===== config.mk =====
export PLATFORM = sky130hd
export DESIGN_NAME = cordic_sin_cos_atan_degrees
export DESIGN_NICKNAME = d
export VERILOG_FILES = /design/src/rtl/csca_pkg.sv /design/src/rtl/csca_stage.sv /design/src/rtl/cordic_sin_cos_atan_degrees.sv
export SDC_FILE = /design/constraint.sdc
export NUM_CORES = 2
export LEC_CHECK = 0
export BUFFER_PORTS_ARGS = -buffer_cell sky130_fd_sc_hd__buf_2
export CORE_MARGIN = 10
export CORE_UTILIZATION = 47
export DETAILED_ROUTE_END_ITERATION = 6
export PLACE_DENSITY = 0.72
export SYNTH_ARGS = -nofsm -noshare
export SYNTH_HDL_FRONTEND = slang
export SYNTH_SLANG_ARGS = --single-unit

===== constraint.sdc =====
create_clock -name i_clk -period 72.4 [get_ports i_clk]
set_input_delay 10.86 -clock i_clk [delete_from_list [all_inputs] [get_ports i_clk]]
set_output_delay 10.86 -clock i_clk [all_outputs]
set_load 0.005 [all_outputs]

===== src/rtl/csca_pkg.sv =====
`timescale 1ns / 1ps

package csca_pkg;

    localparam int DATA_W        = 21;
    localparam int XY_IN_W       = 16;
    localparam int ANGLE_IN_W    = 20;
    localparam int FRACTION_BITS = 12;
    localparam int GAIN_W        = 14;
    localparam int PROD_W        = DATA_W + GAIN_W - 1;
    localparam int CMD_W         = 2;
    localparam int ATAN_ENTRIES  = 24;
    localparam int ITERATIONS_DEF = 16;

    localparam int S_TDATA_W = ((2 * XY_IN_W + ANGLE_IN_W + 7) / 8) * 8;
    localparam int M_TDATA_W = ((DATA_W + 7) / 8) * 8;

    localparam logic signed [GAIN_W-1:0] CORDIC_GAIN = 14'sd2487;

    typedef enum logic [CMD_W-1:0] {
        CMD_COS  = 2'd0,
        CMD_SIN  = 2'd1,
        CMD_ATAN = 2'd2
    } t_cmd;

    // arctan(2^-i) in degrees, Q.12, truncated
    localparam logic signed [DATA_W-1:0] ATAN_DEG [ATAN_ENTRIES] = '{
        21'sd184320, 21'sd108810, 21'sd57492, 21'sd29184,
        21'sd14648,  21'sd7331,   21'sd3666,  21'sd1833,
        21'sd916,    21'sd458,    21'sd229,   21'sd114,
        21'sd57,     21'sd28,     21'sd14,    21'sd7,
        21'sd3,      21'sd1,      21'sd0,     21'sd0,
        21'sd0,      21'sd0,      21'sd0,     21'sd0
    };

    typedef struct packed {
        t_cmd                     cmd;
        logic signed [DATA_W-1:0] x;
        logic signed [DATA_W-1:0] y;
        logic signed [DATA_W-1:0] theta;
    } t_cordic;

endpackage


===== src/rtl/csca_stage.sv =====
`timescale 1ns / 1ps

module csca_stage #(
    parameter int STAGE = 0
) (
    input  logic              i_clk,
    input  logic              i_rst_n,
    input  logic              i_en,
    input  logic              i_valid,
    input  csca_pkg::t_cordic i_data,
    output logic              o_valid,
    output csca_pkg::t_cordic o_data
);
    import csca_pkg::*;

    logic                     r_valid;
    t_cordic                  r_data;
    t_cordic                  n_data;
    logic signed [DATA_W-1:0] w_x;
    logic signed [DATA_W-1:0] w_y;
    logic signed [DATA_W-1:0] w_x_sh;
    logic signed [DATA_W-1:0] w_y_sh;
    logic                     w_dir;

    assign w_x    = i_data.x;
    assign w_y    = i_data.y;
    assign w_x_sh = w_x >>> STAGE;
    assign w_y_sh = w_y >>> STAGE;
    // vectoring drives y toward zero, rotation drives the angle toward zero
    assign w_dir  = (i_data.cmd == CMD_ATAN) ? w_y[DATA_W-1]
                                             : (!i_data.theta[DATA_W-1] &&
                                                (i_data.theta != '0));

    always_comb begin
        n_data.cmd = i_data.cmd;
        if (w_dir) begin
            n_data.x     = w_x - w_y_sh;
            n_data.y     = w_y + w_x_sh;
            n_data.theta = i_data.theta - ATAN_DEG[STAGE];
        end else begin
            n_data.x     = w_x + w_y_sh;
            n_data.y     = w_y - w_x_sh;
            n_data.theta = i_data.theta + ATAN_DEG[STAGE];
        end
    end

    always_ff @(posedge i_clk) begin
        if (!i_rst_n) begin
            r_valid <= 1'b0;
        end else if (i_en) begin
            r_valid <= i_valid;
        end
    end

    always_ff @(posedge i_clk) begin
        if (i_en) begin
            r_data <= n_data;
        end
    end

    assign o_valid = r_valid;
    assign o_data  = r_data;

endmodule


===== src/rtl/cordic_sin_cos_atan_degrees.sv =====
`timescale 1ns / 1ps
// Channel   Dir  tdata (low bit up)                          tuser
// s_axis    in   x_in[15:0] y_in[31:16] angle_in[51:32] pad  cmd[1:0]
// m_axis    out  result_value[20:0] pad                      -
//
// One transaction per cycle sustained while the output is not stalled; the
// pipeline has one register stage per micro-rotation, one for the gain
// multiply and one output register.
// Synchronous active-low reset clears the valid bits only.
// A stalled output holds the whole pipeline; bubbles travel with it.

module cordic_sin_cos_atan_degrees #(
    parameter int ITERATIONS = csca_pkg::ITERATIONS_DEF
) (
    input  logic                           i_clk,
    input  logic                           i_rst_n,
    input  logic                           i_s_axis_tvalid,
    output logic                           o_s_axis_tready,
    // x_in, y_in, angle_in, zero pad
    input  logic [csca_pkg::S_TDATA_W-1:0] i_s_axis_tdata,
    // cmd
    input  logic [csca_pkg::CMD_W-1:0]     i_s_axis_tuser,
    output logic                           o_m_axis_tvalid,
    input  logic                           i_m_axis_tready,
    // result_value, zero pad
    output logic [csca_pkg::M_TDATA_W-1:0] o_m_axis_tdata
);
    import csca_pkg::*;

    logic                         w_en;
    logic                         w_accept;
    logic [ITERATIONS:0]          w_valid;
    t_cordic                      w_data [ITERATIONS+1];
    logic signed [XY_IN_W-1:0]    w_x_in;
    logic signed [XY_IN_W-1:0]    w_y_in;
    logic signed [ANGLE_IN_W-1:0] w_angle_in;

    logic                         r_mul_valid;
    t_cmd                         r_mul_cmd;
    logic signed [PROD_W-1:0]     r_prod;
    logic signed [DATA_W-1:0]     r_mul_theta;
    logic signed [DATA_W-1:0]     w_sel;
    logic signed [PROD_W-1:0]     w_prod_sh;

    logic                         r_out_valid;
    logic signed [DATA_W-1:0]     r_result;
    logic signed [DATA_W-1:0]     n_result;

    // advance everything unless the output register is full and stalled
    assign w_en            = !r_out_valid || i_m_axis_tready;
    assign o_s_axis_tready = w_en;
    assign w_accept        = i_s_axis_tvalid && w_en;

    assign w_x_in     = i_s_axis_tdata[XY_IN_W-1:0];
    assign w_y_in     = i_s_axis_tdata[2*XY_IN_W-1:XY_IN_W];
    assign w_angle_in = i_s_axis_tdata[2*XY_IN_W+ANGLE_IN_W-1:2*XY_IN_W];

    assign w_valid[0]      = i_s_axis_tvalid;
    assign w_data[0].cmd   = t_cmd'(i_s_axis_tuser);
    assign w_data[0].x     = DATA_W'(w_x_in);
    assign w_data[0].y     = DATA_W'(w_y_in);
    assign w_data[0].theta = DATA_W'(w_angle_in);

    for (genvar g = 0; g < ITERATIONS; g++) begin : g_stage
        csca_stage #(
            .STAGE(g)
        ) u_stage (
            .i_clk  (i_clk),
            .i_rst_n(i_rst_n),
            .i_en   (w_en),
            .i_valid(w_valid[g]),
            .i_data (w_data[g]),
            .o_valid(w_valid[g+1]),
            .o_data (w_data[g+1])
        );
    end

    assign w_sel = (w_data[ITERATIONS].cmd == CMD_SIN) ? w_data[ITERATIONS].y
                                                       : w_data[ITERATIONS].x;

    always_ff @(posedge i_clk) begin
        if (!i_rst_n) begin
            r_mul_valid <= 1'b0;
        end else if (w_en) begin
            r_mul_valid <= w_valid[ITERATIONS];
        end
    end

    always_ff @(posedge i_clk) begin
        if (w_en) begin
            r_mul_cmd   <= w_data[ITERATIONS].cmd;
            r_mul_theta <= w_data[ITERATIONS].theta;
            r_prod      <= PROD_W'(w_sel) * PROD_W'(CORDIC_GAIN);
        end
    end

    assign w_prod_sh = r_prod >>> FRACTION_BITS;

    always_comb begin
        unique case (r_mul_cmd) inside
            CMD_COS, CMD_SIN: n_result = w_prod_sh[DATA_W-1:0];
            default:          n_result = r_mul_theta;
        endcase
    end

    always_ff @(posedge i_clk) begin
        if (!i_rst_n) begin
            r_out_valid <= 1'b0;
        end else if (w_en) begin
            r_out_valid <= r_mul_valid;
        end
    end

    always_ff @(posedge i_clk) begin
        if (w_en) begin
            r_result <= n_result;
        end
    end

    assign o_m_axis_tvalid = r_out_valid;
    assign o_m_axis_tdata  = {{(M_TDATA_W - DATA_W){1'b0}}, r_result};

    a_enter_first_stage: assert property (@(posedge i_clk) disable iff (!i_rst_n)
        w_accept |=> w_valid[1])
        else $error("accepted transaction missing from first stage");

    a_stall_holds_valids: assert property (@(posedge i_clk) disable iff (!i_rst_n)
        !w_en |=> $stable(w_valid[ITERATIONS:1]) && $stable(r_mul_valid))
        else $error("pipeline valid bits moved during a stall");

    a_out_from_mul: assert property (@(posedge i_clk) disable iff (!i_rst_n)
        $rose(r_out_valid) |-> $past(r_mul_valid))
        else $error("output valid without a multiply-stage transaction");

endmodule


==> metrics.yaml <==
run_status:
  status: "complete, but fails checks"
  violations: "DRC"
setup_path:
  worstPathMaxFanout: 94
  worst-r2r-setup-slack_ns: 65.31
  r2r-start: "g_stage[15].u_stage.o_data[64]$_DFFE_PP_"
  worstPathCellList: "buf_2, nor2b_1, buf_4, inv_8, buf_2"
  critPathArrivalTime_ns: 11.95
  endpoint_kind: "output pin"
  timing.rr.end: "r_prod[32]$_DFFE_PP_"
  slowest_delay_ns: 0.43
  cpLargestDelayFamily: "buffers and inverters"
  critical_path.startpoint_type: "input port"
  critPathKind: "in -> out"
  cp_slowest_cell: "inv_8"
  ff2ff_path_depth: 23
  critPathMostFrequentCell: "buf_2"
  required_ns: 61.54
  worst-path-buf-inv: 4
route:
  dr.pass1.iters: 7
  drtIter0Drc: 4075
  wl_per_cell_um: 17.9
  ant_nets: 0
  post-route-drc-count: 4
  avgViaCountPerCell: 5.72
  wl_um: 209000
  dr_total_vias: 66707
logic_synthesis:
  synth_seq_area_share_pct: 37.2
  async_flop_share_pct: 0
  synthDistinctLibCells: 79
  avgSynthCellArea_um2: 10.1
  yosysWarningCount: 0
  synth-seq-cells: 1113
  syn_area_mm2: 0.0894
  synth_cells: 8889
  synth_flop_cell: "edfxtp_1"
  synth-edff-count: 1095
grt:
  grt_use_total_pct: 19.3
  grt_pass1_vias: 65992
  antenna_found_initial: 2
  grt.overflow.total: 0
  grt_max_degree: 192
  grt_pass1_wl_um: 336000
clocking:
  cts.reportedPaths.clkPinSlew_ns: 0.06
  htree_levels: 4
  numCtsBuffers: 132
  ctsResizeCount: 0
  insertion_delay_ns: 0.81
  numClockSinks: 1113
  clock_path_buffers: 3
  cts_tree: "yes"
  hold_buffers: 0
  postCtsSetupBuffers: 0
  clock-root-buffer: "clkbuf_16"
sta:
  setup_viol: 0
  drv_slew: 0
  fin_crit_sh_pct: 31.5
  setup_slack_ns: 49.59
  slew_headroom_pct: 19.9
  finalSetupTns_ns: 0
  post-route-min-period_ns: 22.81
  rsz0062_at_grt: "false"
  worst_pin_slew_ns: 1.20
  fmax_mhz: 43.8
  clock_skew_ns: 0.0427
  hold_viol: 0
cells_and_area:
  antenna_cells: 0
  final_common_cell: "edfxtp_1"
  final_cell_mix: "edfxtp_1 (1,095), ha_1 (1,080), xnor2_1 (834)"
  num-fill-cells: 16582
  drive_gt1_share_pct: 5.02
  syn2layout_area_growth_pct: 9.16
  nets: 10332
floorplan:
  ioPinCount: 88
  die_x_um: 456
  num_rows: 160
  coreArea_mm2: 0.190
  die-area_mm2: 0.208
  die_h_um: 456
  start_util_pct: 47.1
placed_design:
  port_buffers: 80
  dp.final_hpwl_um: 165000
  gp_congestion: 0.911
  place_ws_ns: 49.54
hold_path:
  min_to: "r_mul_theta[18]$_DFFE_PP_"
  hold_path.startpoint: "g_stage[15].u_stage.o_data[18]$_DFFE_PP_"
  hold_path_class: "reg -> reg"
  hold_depth: 0
flow_run:
  cap_violations: 0
cell usage after synthesis (all sizes together), types with 25 or more instances:
| master | n | area share, % |
|---|---|---|
| o21bai | 92 | 0.77 |
| nor2 | 566 | 2.4 |
| mux2i | 30 | 0.34 |
| nand2b | 151 | 1.1 |
| a21oi | 822 | 4.6 |
| fa | 137 | 3.1 |
| o31ai | 109 | 0.93 |
| nand3b | 27 | 0.23 |
| or4 | 25 | 0.21 |
| nand3 | 113 | 0.63 |
| a31o | 25 | 0.24 |
| and3 | 92 | 0.64 |
| xor2 | 363 | 3.6 |
| a211o | 27 | 0.26 |
| and2 | 50 | 0.35 |
| a211oi | 59 | 0.50 |
| or3 | 68 | 0.50 |
| mux2 | 59 | 0.74 |
| inv | 538 | 2.3 |
| o31a | 49 | 0.48 |
| ha | 1080 | 15 |
| xnor2 | 834 | 8.2 |
| nor4 | 113 | 0.79 |
| nor3 | 183 | 1.0 |
| a31oi | 35 | 0.24 |
| o21a | 174 | 1.5 |
| nor2b | 109 | 0.76 |
| clkbuf | 82 | 0.35 |
| nand2 | 603 | 2.5 |
| edfxtp | 1095 | 37 |
| or2 | 26 | 0.18 |
| a21boi | 48 | 0.40 |
| o21ai | 484 | 2.7 |
| o211ai | 53 | 0.45 |
| a21o | 281 | 2.4 |
area by class of cell:
| cell class | instances | area [µm²] | share of cell area [%] |
|---|---|---|---|
| Clock inverter | 81 | 1060 | 1.09 |
| Inverter | 548 | 2060 | 2.12 |
| Multi-Input combinational cell | 7132 | 53700 | 55.1 |
| Sequential cell | 1113 | 33200 | 34.1 |
| Tap cell | 2511 | 3140 | 3.22 |
| Timing Repair Buffer | 126 | 771 | 0.790 |
| Clock buffer | 156 | 3540 | 3.63 |
cell families (layout without fill, tap and decap cells):
family | after synthesis | count (layout) | synth area share [%]
compound gates | 2464 | 2464 | 17.5
flops | 1113 | 1113 | 37.2
other cells | 1 | 3 | 0.00420
mux | 89 | 89 | 1.08
fa+ha+maj | 1217 | 1217 | 18.2
buf+inv | 646 | 911 | 2.73
simple gates | 2162 | 2162 | 11.6
xor+xnor | 1197 | 1197 | 11.7
state kept, by name, indices dropped and copies added (netlist names):
register and flops:
r_mul_valid 1, g_stage.u_stage.o_valid 16, r_prod 21, r_result 21, r_mul_theta 21, g_stage.u_stage.o_data 1031
r_mul_cmd 1, o_m_axis_tvalid 1
worst register-to-register path: cells and delay by family (launching register included):
| kind | cells | cell delay [ns] |
|---|---|---|
| flops | 1 | 0.42 |
| buf+inv | 4 | 0.64 |
| xor+xnor | 1 | 0.18 |
| fa+ha+maj | 6 | 2.47 |
| mux | 2 | 0.80 |
| simple gates | 2 | 0.21 |
| compound gates | 8 | 2.11 |
through the flow:
step / area (µm²) / hold slack [ns] / instances / utilization (%)
after global routing: 97600 / 0.423 / 11667 / 51.5
final: 97600 / 0.418 / 11667 / 51.5
after floorplan: 89400 / 0.400 / 8891 / -
after detailed placement: 93000 / 0.405 / 11430 / 49.0
after global placement: 93000 / 0.402 / 11430 / 49.0
after CTS: 97600 / 0.417 / 11667 / 51.5
worst max path at each step:
stage | to | startpoint | slack (ns) | depth (start not counted)
2_1_floorplan | o_s_axis_tready | i_m_axis_tready | 20.69 | 4
3_3_place_gp | o_s_axis_tready | i_m_axis_tready | 49.56 | 5
3_5_place_dp | o_s_axis_tready | i_m_axis_tready | 49.54 | 5
4_1_cts | o_s_axis_tready | i_m_axis_tready | 49.55 | 5
5_1_grt | o_s_axis_tready | i_m_axis_tready | 49.44 | 5
6_report | o_s_axis_tready | i_m_axis_tready | 49.59 | 5
metal layers:
metal  up-vias  share of wire, %  wire length (µm)  track usage (%)
met5         -                 0                 0                0
met3       403               3.9              8090             2.50
met1     31788                42             86900             22.7
met4         0               3.7              7630             7.42
met2      1462                51            106000             35.5
li1      33054                 -                 -                -
Power is not shown: default switching activity piles up to over one toggle a cycle in this logic, so the estimate is an artifact.
